===== config.mk =====
export PLATFORM = sky130hd
export DESIGN_NAME = bresenham_line_rasterizer_top
export DESIGN_NICKNAME = d
export VERILOG_FILES = /design/src/hdl/brl_pkg.sv /design/src/hdl/brl_point_gen.sv /design/src/hdl/brl_addr_map.sv /design/src/hdl/bresenham_line_rasterizer_top.sv
export SDC_FILE = /design/constraint.sdc
export NUM_CORES = 1
export LEC_CHECK = 0
export ABC_AREA = 0
export BUFFER_PORTS_ARGS = -buffer_cell sky130_fd_sc_hd__buf_2
export CAP_MARGIN = 20
export CORE_UTILIZATION = 64
export CTS_CLUSTER_DIAMETER = 40
export DETAILED_ROUTE_END_ITERATION = 8
export GPL_TIMING_DRIVEN = 0
export PLACE_DENSITY = 0.87
export SKIP_CTS_REPAIR_TIMING = 1
export SYNTH_ARGS = -nofsm -noshare
export SYNTH_HDL_FRONTEND = slang
export SYNTH_SLANG_ARGS = --single-unit

===== constraint.sdc =====
create_clock -name i_clk -period 17.14 [get_ports i_clk]
set_clock_uncertainty 0.1 [all_clocks]
set_input_delay 0.857 -clock i_clk [delete_from_list [all_inputs] [get_ports i_clk]]
set_output_delay 0.857 -clock i_clk [all_outputs]
set_load 0.01 [all_outputs]

===== src/hdl/brl_pkg.sv =====
// ----------------------------------------------------------------------------
// brl_pkg
// Shared constants and types for the line rasterizer: screen geometry,
// coordinate widths, command codes, register indexes and the point beat.
// ----------------------------------------------------------------------------
package brl_pkg;

    // Screen geometry and coordinate width
    localparam int SCREEN_WIDTH  = 240;
    localparam int SCREEN_HEIGHT = 80;
    localparam int COORD_BITS    = 12;

    localparam int HALF_W      = SCREEN_WIDTH / 2;
    localparam int HALF_H      = SCREEN_HEIGHT / 2;
    localparam int SCREEN_AREA = SCREEN_WIDTH * SCREEN_HEIGHT;

    // Derived widths
    localparam int CW     = COORD_BITS;       // coordinate
    localparam int DW     = COORD_BITS + 1;   // twice a delta
    localparam int EW     = COORD_BITS + 3;   // error term
    localparam int ADDR_W = 15;               // pixel address field
    localparam int PIX_W  = 8;                // character code
    localparam int AW     = 32;               // address arithmetic

    // Command codes
    localparam logic [1:0] FUNC_START = 2'd0;
    localparam logic [1:0] FUNC_STEP  = 2'd1;
    localparam logic [1:0] FUNC_PLOT  = 2'd2;

    // Configuration register indexes
    localparam logic [1:0] CFG_PIXEL_VALUE = 2'd0;
    localparam logic [1:0] CFG_X_OFFSET    = 2'd1;
    localparam logic [1:0] CFG_Y_OFFSET    = 2'd2;

    localparam logic [PIX_W-1:0] PIXEL_RESET = 8'd219;

    // One screen point handed from the line generator to the address mapper
    typedef struct packed {
        logic                 made;
        logic                 last;
        logic signed [CW-1:0] x;
        logic signed [CW-1:0] y;
    } t_point;

endpackage


===== src/hdl/brl_point_gen.sv =====
// ----------------------------------------------------------------------------
// brl_point_gen
// Line state and point register. Decodes one command per beat, sets up or
// advances the Bresenham line and registers the point it yields.
// ----------------------------------------------------------------------------
module brl_point_gen (
    input  logic                          i_clk,
    input  logic                          i_rst_n,
    input  logic                          i_load,
    input  logic                          i_adv,
    input  logic [1:0]                    i_func,
    input  logic signed [brl_pkg::CW-1:0] i_x_start,
    input  logic signed [brl_pkg::CW-1:0] i_y_start,
    input  logic signed [brl_pkg::CW-1:0] i_x_end,
    input  logic signed [brl_pkg::CW-1:0] i_y_end,
    output logic                          o_pt_valid,
    output brl_pkg::t_point               o_pt
);

    localparam int CW = brl_pkg::CW;
    localparam int DW = brl_pkg::DW;
    localparam int EW = brl_pkg::EW;

    // Line state
    logic                 r_active;
    logic                 r_steep;
    logic                 r_neg;
    logic signed [CW-1:0] r_major_pos;
    logic signed [CW-1:0] r_minor_pos;
    logic signed [CW-1:0] r_major_end;
    logic signed [EW-1:0] r_err;
    logic [DW-1:0]        r_twice_maj;
    logic [DW-1:0]        r_twice_min;

    logic                 n_active;
    logic                 n_steep;
    logic                 n_neg;
    logic signed [CW-1:0] n_major_pos;
    logic signed [CW-1:0] n_minor_pos;
    logic signed [CW-1:0] n_major_end;
    logic signed [EW-1:0] n_err;
    logic [DW-1:0]        n_twice_maj;
    logic [DW-1:0]        n_twice_min;

    logic                 r_pt_valid;
    brl_pkg::t_point      r_pt;
    brl_pkg::t_point      n_pt;

    // Line setup from the endpoints
    logic signed [CW:0]   dx, dy, dx_neg, dy_neg;
    logic [CW-1:0]        adx, ady;
    logic                 f_steep, f_swap;
    logic signed [CW-1:0] a0, a1, b0, b1;
    logic signed [CW-1:0] maj0, maj1, min0, min1;
    logic signed [CW:0]   dmaj, dmin, dmin_neg;
    logic [CW-1:0]        admin;
    logic signed [EW-1:0] f_err;

    // Working line values (fresh on start, stored on step)
    logic                 c_steep, c_neg, c_last, c_dec;
    logic signed [CW-1:0] c_major_pos, c_minor_pos, c_major_end;
    logic signed [EW-1:0] c_err;
    logic [DW-1:0]        c_twice_maj, c_twice_min;
    logic signed [CW-1:0] adv_minor;
    logic signed [EW-1:0] adv_err;
    logic                 is_start;

    always_comb begin
        dx     = {i_x_end[CW-1], i_x_end} - {i_x_start[CW-1], i_x_start};
        dy     = {i_y_end[CW-1], i_y_end} - {i_y_start[CW-1], i_y_start};
        dx_neg = -dx;
        dy_neg = -dy;
        adx    = dx[CW] ? dx_neg[CW-1:0] : dx[CW-1:0];
        ady    = dy[CW] ? dy_neg[CW-1:0] : dy[CW-1:0];
        // ties go to the steep case
        f_steep = !(ady < adx);
        a0 = f_steep ? i_y_start : i_x_start;
        b0 = f_steep ? i_x_start : i_y_start;
        a1 = f_steep ? i_y_end   : i_x_end;
        b1 = f_steep ? i_x_end   : i_y_end;
        f_swap = a0 > a1;
        maj0 = f_swap ? a1 : a0;
        maj1 = f_swap ? a0 : a1;
        min0 = f_swap ? b1 : b0;
        min1 = f_swap ? b0 : b1;
        dmaj     = {maj1[CW-1], maj1} - {maj0[CW-1], maj0};
        dmin     = {min1[CW-1], min1} - {min0[CW-1], min0};
        dmin_neg = -dmin;
        admin    = dmin[CW] ? dmin_neg[CW-1:0] : dmin[CW-1:0];
        f_err    = $signed({2'b00, admin, 1'b0}) - $signed({3'b000, dmaj[CW-1:0]});
    end

    always_comb begin
        is_start    = (i_func == brl_pkg::FUNC_START);
        c_steep     = is_start ? f_steep          : r_steep;
        c_neg       = is_start ? dmin[CW]         : r_neg;
        c_major_pos = is_start ? maj0             : r_major_pos;
        c_minor_pos = is_start ? min0             : r_minor_pos;
        c_major_end = is_start ? maj1             : r_major_end;
        c_err       = is_start ? f_err            : r_err;
        c_twice_maj = is_start ? {dmaj[CW-1:0], 1'b0} : r_twice_maj;
        c_twice_min = is_start ? {admin, 1'b0}    : r_twice_min;

        c_last    = c_major_pos >= c_major_end;
        c_dec     = c_err > 0;
        adv_minor = c_dec ? (c_neg ? c_minor_pos - CW'(1) : c_minor_pos + CW'(1))
                          : c_minor_pos;
        adv_err   = c_err + $signed({2'b00, c_twice_min})
                  - (c_dec ? $signed({2'b00, c_twice_maj}) : $signed(EW'(0)));
    end

    // Command decode: next state and the point this beat yields
    always_comb begin
        n_active    = r_active;
        n_steep     = r_steep;
        n_neg       = r_neg;
        n_major_pos = r_major_pos;
        n_minor_pos = r_minor_pos;
        n_major_end = r_major_end;
        n_err       = r_err;
        n_twice_maj = r_twice_maj;
        n_twice_min = r_twice_min;
        n_pt        = '0;

        case (i_func)
            brl_pkg::FUNC_START, brl_pkg::FUNC_STEP: begin
                if (is_start || r_active) begin
                    n_pt.made   = 1'b1;
                    n_pt.last   = c_last;
                    n_pt.x      = c_steep ? c_minor_pos : c_major_pos;
                    n_pt.y      = c_steep ? c_major_pos : c_minor_pos;
                    n_active    = !c_last;
                    n_steep     = c_steep;
                    n_neg       = c_neg;
                    n_major_end = c_major_end;
                    n_twice_maj = c_twice_maj;
                    n_twice_min = c_twice_min;
                    n_major_pos = c_last ? c_major_pos : c_major_pos + CW'(1);
                    n_minor_pos = c_last ? c_minor_pos : adv_minor;
                    n_err       = c_last ? c_err       : adv_err;
                end
            end
            brl_pkg::FUNC_PLOT: begin
                n_pt.made = 1'b1;
                n_pt.last = 1'b1;
                n_pt.x    = i_x_start;
                n_pt.y    = i_y_start;
            end
            default: begin
                n_pt = '0;
            end
        endcase
    end

    always_ff @(posedge i_clk) begin
        if (!i_rst_n) begin
            r_active   <= 1'b0;
            r_pt_valid <= 1'b0;
        end else begin
            if (i_load) begin
                r_active   <= n_active;
                r_pt_valid <= 1'b1;
            end else if (i_adv) begin
                r_pt_valid <= 1'b0;
            end
        end
    end

    always_ff @(posedge i_clk) begin
        if (i_load) begin
            r_steep     <= n_steep;
            r_neg       <= n_neg;
            r_major_pos <= n_major_pos;
            r_minor_pos <= n_minor_pos;
            r_major_end <= n_major_end;
            r_err       <= n_err;
            r_twice_maj <= n_twice_maj;
            r_twice_min <= n_twice_min;
            r_pt        <= n_pt;
        end
    end

    assign o_pt_valid = r_pt_valid;
    assign o_pt       = r_pt;

endmodule


===== src/hdl/brl_addr_map.sv =====
// ----------------------------------------------------------------------------
// brl_addr_map
// Maps a screen point to a linear buffer address, checks it against the
// buffer size and holds the result beat in the output register.
// ----------------------------------------------------------------------------
module brl_addr_map (
    input  logic                             i_clk,
    input  logic                             i_rst_n,
    input  logic                             i_adv,
    input  logic                             i_pt_valid,
    input  brl_pkg::t_point                  i_pt,
    input  logic [brl_pkg::PIX_W-1:0]        i_pixel_value,
    input  logic signed [brl_pkg::CW-1:0]    i_x_offset,
    input  logic signed [brl_pkg::CW-1:0]    i_y_offset,
    output logic                             o_valid,
    output logic                             o_point_made,
    output logic                             o_write_enable,
    output logic [brl_pkg::ADDR_W-1:0]       o_pixel_address,
    output logic [brl_pkg::PIX_W-1:0]        o_pixel_value_res,
    output logic                             o_last_point
);

    localparam int CW = brl_pkg::CW;
    localparam int AW = brl_pkg::AW;

    logic signed [CW:0]   sx, sy;
    logic signed [AW-1:0] xs, row, addr;
    logic                 in_screen;

    logic                        r_valid;
    logic                        r_made, r_we, r_last;
    logic [brl_pkg::ADDR_W-1:0]  r_addr;
    logic [brl_pkg::PIX_W-1:0]   r_pix;

    always_comb begin
        sx     = {i_pt.x[CW-1], i_pt.x} + {i_x_offset[CW-1], i_x_offset};
        sy     = {i_pt.y[CW-1], i_pt.y} + {i_y_offset[CW-1], i_y_offset};
        xs     = AW'(sx) <<< 1;
        // y axis points up on screen
        row    = AW'(brl_pkg::HALF_H) - AW'(sy);
        addr   = row * AW'(brl_pkg::SCREEN_WIDTH) + xs + AW'(brl_pkg::HALF_W);
        in_screen = i_pt.made && (addr >= 0) && (addr < AW'(brl_pkg::SCREEN_AREA));
    end

    always_ff @(posedge i_clk) begin
        if (!i_rst_n) begin
            r_valid <= 1'b0;
        end else if (i_adv) begin
            r_valid <= i_pt_valid;
        end
    end

    always_ff @(posedge i_clk) begin
        if (i_adv) begin
            r_made <= i_pt.made;
            r_we   <= in_screen;
            r_addr <= in_screen ? addr[brl_pkg::ADDR_W-1:0] : '0;
            r_pix  <= i_pt.made ? i_pixel_value : '0;
            r_last <= i_pt.last;
        end
    end

    assign o_valid           = r_valid;
    assign o_point_made      = r_made;
    assign o_write_enable    = r_we;
    assign o_pixel_address   = r_addr;
    assign o_pixel_value_res = r_pix;
    assign o_last_point      = r_last;

endmodule


===== src/hdl/bresenham_line_rasterizer_top.sv =====
// ----------------------------------------------------------------------------
// bresenham_line_rasterizer_top
// A command beat moves from the point register into the result register.
// Throughput: one command beat per cycle while the result side does not stall; the
//   line state advances combinationally in the point generator; steps never wait.
// Reset (synchronous, active low): no line in progress, both pipeline stages
//   empty, pixel_value = 219, x_offset = y_offset = 0.
// ----------------------------------------------------------------------------
module bresenham_line_rasterizer_top (
    input  logic                             i_clk,
    input  logic                             i_rst_n,

    // Command channel
    input  logic                             i_in_valid,
    output logic                             o_in_stall,
    input  logic [1:0]                       i_func,
    input  logic signed [brl_pkg::CW-1:0]    i_x_start,
    input  logic signed [brl_pkg::CW-1:0]    i_y_start,
    input  logic signed [brl_pkg::CW-1:0]    i_x_end,
    input  logic signed [brl_pkg::CW-1:0]    i_y_end,

    // Result channel
    output logic                             o_out_valid,
    input  logic                             i_out_stall,
    output logic                             o_point_made,
    output logic                             o_write_enable,
    output logic [brl_pkg::ADDR_W-1:0]       o_pixel_address,
    output logic [brl_pkg::PIX_W-1:0]        o_pixel_value_res,
    output logic                             o_last_point,

    // Register write port
    input  logic                             i_cfg_we,
    input  logic [1:0]                       i_cfg_index,
    input  logic [brl_pkg::CW-1:0]           i_cfg_data
);

    // Configuration registers
    logic [brl_pkg::PIX_W-1:0]     r_pixel_value;
    logic signed [brl_pkg::CW-1:0] r_x_offset;
    logic signed [brl_pkg::CW-1:0] r_y_offset;

    // Pipeline control.
    // Output stage moves when empty or when its beat is taken.
    // Point stage takes a new command when empty or when it drains forward,
    // so the channel stalls only when both stages are full and the result waits.
    logic            adv_out;
    logic            pt_valid;
    logic            in_accept;
    brl_pkg::t_point pt;

    assign adv_out    = !o_out_valid || !i_out_stall;
    assign o_in_stall = pt_valid && !adv_out;
    assign in_accept  = i_in_valid && !o_in_stall;

    always_ff @(posedge i_clk) begin
        if (!i_rst_n) begin
            r_pixel_value <= brl_pkg::PIXEL_RESET;
            r_x_offset    <= '0;
            r_y_offset    <= '0;
        end else if (i_cfg_we) begin
            case (i_cfg_index)
                brl_pkg::CFG_PIXEL_VALUE: r_pixel_value <= i_cfg_data[brl_pkg::PIX_W-1:0];
                brl_pkg::CFG_X_OFFSET:    r_x_offset    <= i_cfg_data;
                brl_pkg::CFG_Y_OFFSET:    r_y_offset    <= i_cfg_data;
                default: begin
                end
            endcase
        end
    end

    // Stage 1: command decode, line setup/advance, point register
    brl_point_gen u_point_gen (
        .i_clk      (i_clk),
        .i_rst_n    (i_rst_n),
        .i_load     (in_accept),
        .i_adv      (adv_out),
        .i_func     (i_func),
        .i_x_start  (i_x_start),
        .i_y_start  (i_y_start),
        .i_x_end    (i_x_end),
        .i_y_end    (i_y_end),
        .o_pt_valid (pt_valid),
        .o_pt       (pt)
    );

    // Stage 2: screen mapping, bounds check, result register
    brl_addr_map u_addr_map (
        .i_clk             (i_clk),
        .i_rst_n           (i_rst_n),
        .i_adv             (adv_out),
        .i_pt_valid        (pt_valid),
        .i_pt              (pt),
        .i_pixel_value     (r_pixel_value),
        .i_x_offset        (r_x_offset),
        .i_y_offset        (r_y_offset),
        .o_valid           (o_out_valid),
        .o_point_made      (o_point_made),
        .o_write_enable    (o_write_enable),
        .o_pixel_address   (o_pixel_address),
        .o_pixel_value_res (o_pixel_value_res),
        .o_last_point      (o_last_point)
    );

    // ------------------------------------------------------------------------
    // Assertions
    // ------------------------------------------------------------------------

    // A beat without a point carries nothing else
    a_empty_beat: assert property (@(posedge i_clk) disable iff (!i_rst_n)
        o_out_valid && !o_point_made |->
            !o_write_enable && !o_last_point && o_pixel_value_res == '0)
        else $error("empty beat carries payload");

    // Address is zero unless written, and in range when written
    a_addr_range: assert property (@(posedge i_clk) disable iff (!i_rst_n)
        o_out_valid |-> (o_write_enable ?
            (32'(o_pixel_address) < 32'(brl_pkg::SCREEN_AREA)) : (o_pixel_address == '0)))
        else $error("pixel address out of range");

    // The point stage cannot be overwritten while it is blocked
    a_no_overrun: assert property (@(posedge i_clk) disable iff (!i_rst_n)
        pt_valid && o_out_valid && i_out_stall |-> !in_accept)
        else $error("point stage overrun");

    // A stalled command stage keeps its point
    a_pt_hold: assert property (@(posedge i_clk) disable iff (!i_rst_n)
        pt_valid && !adv_out && !in_accept |=> pt_valid && $stable(pt))
        else $error("held point changed");

endmodule


==> flow_summary.json <==
{
  "area_delta_synth_final_pct": 10.83,
  "final_core_util_pct": 72.96,
  "routed_wl_microns": 57390,
  "root_buffer": "clkbuf_16",
  "post-route-period-util_pct": 96.82,
  "setup.worst_path.end_class": "register",
  "start_util_pct": 65.83,
  "fin_ws_ns": 0.5456,
  "hp-class": "register to register",
  "synth_seq_cells": 165,
  "syn_inst": 2309,
  "synth_area_leaders": "edfxtp_1 20%, ha_1 15%, inv_1 5.7%",
  "clock.fmax_mhz": 60.26,
  "final_cells": 2837,
  "post-route-drc-count": 0,
  "max_slew_margin_pct": 20.09,
  "cp_data_arrival_time_ns": 16.70,
  "grt.busiest_layer": "met2",
  "numPortBuffers": 95,
  "pre_cts_ws_ns": -2.662,
  "grt_pass1_vias": 17610,
  "status": "finished, final reports clean",
  "crit_path_top_delay_cell": "fa_1",
  "synth_nets": 2657,
  "clk_path_buf_depth": 2,
  "finalHoldViolCount": 0,
  "crit_fanout": 10,
  "die-area_sq_mm": 0.03054,
  "rows": 62,
  "fin_crit_ns": 16.59,
  "gr-total-overflow": 0,
  "postRouteAntennaNets": 0,
  "post_drt_wl_per_cell_microns": 20.23,
  "synth_top_cell_area_share_pct": 20.44,
  "worstPathRequired_ns": 17.25,
  "drt_iter0_markers": 1893,
  "firstDrtPassIters": 8,
  "tightest_slew_ns": 1.194,
  "path_clk_slew_ns": 0.08,
  "grt_use_met1_pct": 44.01,
  "yosys.area.top_type": "edfxtp_1",
  "yosysSeqAreaShare_pct": 24.11,
  "syn_area_per_cell_sq_um": 8.272,
  "cts_made_buffers": 17,
  "drive_gt1_share_pct": 10.20,
  "r2r_setup_slack_ns": 7.00,
  "routabilityCongestion": 0.9923,
  "htreeDepth": 4,
  "setup_viol": 0,
  "ios": 97,
  "layout_common_cells": "288 x inv_1, 252 x nand2_1, 232 x ha_1",
  "hpwl_microns": 44830,
  "cts_sinks": 165,
  "async_flop_share_pct": 0,
  "final_common_cell": "inv_1",
  "viasPerCell": 6.327,
  "die_y_microns": 174.8,
  "cts_tree": "built",
  "grt_use_met3_pct": 4.983,
  "grt_max_degree": 61,
  "maxCapViolCount": 0,
  "die_w_microns": 174.8,
  "critPathLaunchType": "primary input",
  "post_synth_num_cell_types": 91,
  "cp_slowest_stage_delay_ns": 0.56,
  "dpl.cell_count": 2792,
  "ys.flop_type": "edfxtp_1",
  "syn-cell-area_sq_mm": 0.01910,
  "coreArea_sq_mm": 0.02901,
  "drv_slew": 0,
  "antenna_found_initial": 2,
  "vias": 17950,
  "grt_util_met2_pct": 65.69,
  "yosys_warnings": 0,
  "synth_edf_count": 130,
  "fin_nets": 2787,
  "grt_pass1_wl_microns": 90060,
  "grt_util_all_layers_pct": 37.31,
  "clk_latency_ns": 0.46,
  "worst-setup-path-type": "primary input to register"
}
## worst paths after layout
kind | from | end | cells past startpoint
worst max-delay path | i_y_start[0] | u_point_gen.r_err[13]$_DFFE_PP_ | 72
worst min-delay path | r_pixel_value[4]$_SDFFE_PN1P_ | r_pixel_value[4]$_SDFFE_PN1P_ | 2
worst max register to register | u_point_gen.o_pt[1]$_SDFFCE_PN0P_ | u_addr_map.o_pixel_address[4]$_SDFFCE_PN0P_ | 34
worst min register to register | r_pixel_value[4]$_SDFFE_PN1P_ | r_pixel_value[4]$_SDFFE_PN1P_ | 2
## worst max-delay path, delay by kind of cell
family,cells,cell delay (ns)
buf+inv,13,2.60
mux,3,0.99
fa+ha+maj,8,2.79
simple gates,11,2.21
compound gates,35,7.05
xor+xnor,2,0.15
## logic make-up (layout without fill, tap and decap cells)
| kind of cell | Yosys count | in the layout | share of synthesized area [%] |
|---|---|---|---|
| AND/OR/NAND/NOR | 699 | 699 | 17.05 |
| AO/OA/AOI/OAI | 552 | 552 | 19.29 |
| buffers and inverters | 368 | 511 | 7.507 |
| adder cells (fa/ha/maj) | 279 | 279 | 20.01 |
| flip-flops | 165 | 165 | 24.11 |
| XOR/XNOR | 147 | 147 | 6.852 |
| multiplexers | 98 | 98 | 5.169 |
| other | 1 | 2 | 0.01963 |
## registers in the layout, summed over array words and instances (netlist names), 13 cells and up
signal / cells
u_addr_map.o_pixel_address: 14
u_point_gen.r_twice_min: 13
u_point_gen.o_pt: 26
u_point_gen.r_err: 15
u_point_gen.r_twice_maj: 13
## synthesized netlist by cell type (35+ instances only)
library cell,count
inv_1,288
nand3_1,49
clkbuf_1,54
edfxtp_1,130
a21oi_1,143
a21o_1,37
ha_1,235
dfxtp_1,35
o21ai_0,124
xnor2_1,100
fa_1,44
xor2_1,45
nor2_1,185
nor2b_1,47
mux2i_1,93
nand2_1,253
## cell type report
| class | instances | area [sq um] |
|---|---|---|
| multi-input combinational | 1776 | 13300 |
| fill | 2216 | 7845 |
| sequential | 165 | 4604 |
| inverter | 289 | 1085 |
| timing repair buffer | 112 | 650.6 |
| tap | 384 | 480.5 |
| clock buffer | 17 | 425.4 |
| buffer | 78 | 402.9 |
| clock inverter | 15 | 214.0 |
| antenna | 1 | 2.502 |
## metrics by stage
step	setup TNS (ns)	hold WS, ns	area (sq um)
3_5_place_dp	-22.86	0.3515	20130
4_1_cts	-17.66	0.3733	20770
6_report	0	0.3702	21170
5_1_grt	-0.1597	0.4083	21170
2_1_floorplan	0	0.3003	19100
3_3_place_gp	-16.38	0.3436	20060
## layer usage
| layer | vias up | wire [microns] | share of wire, % |
|---|---|---|---|
| li1 | 8372 | - | - |
| met1 | 8466 | 21710 | 38 |
| met2 | 885 | 28150 | 49 |
| met3 | 228 | 4392 | 7.7 |
| met4 | 0 | 3137 | 5.5 |
| met5 | - | 0 | 0 |
Power is not shown: default switching activity piles up to over one toggle a cycle in this logic, so the estimate is an artifact.
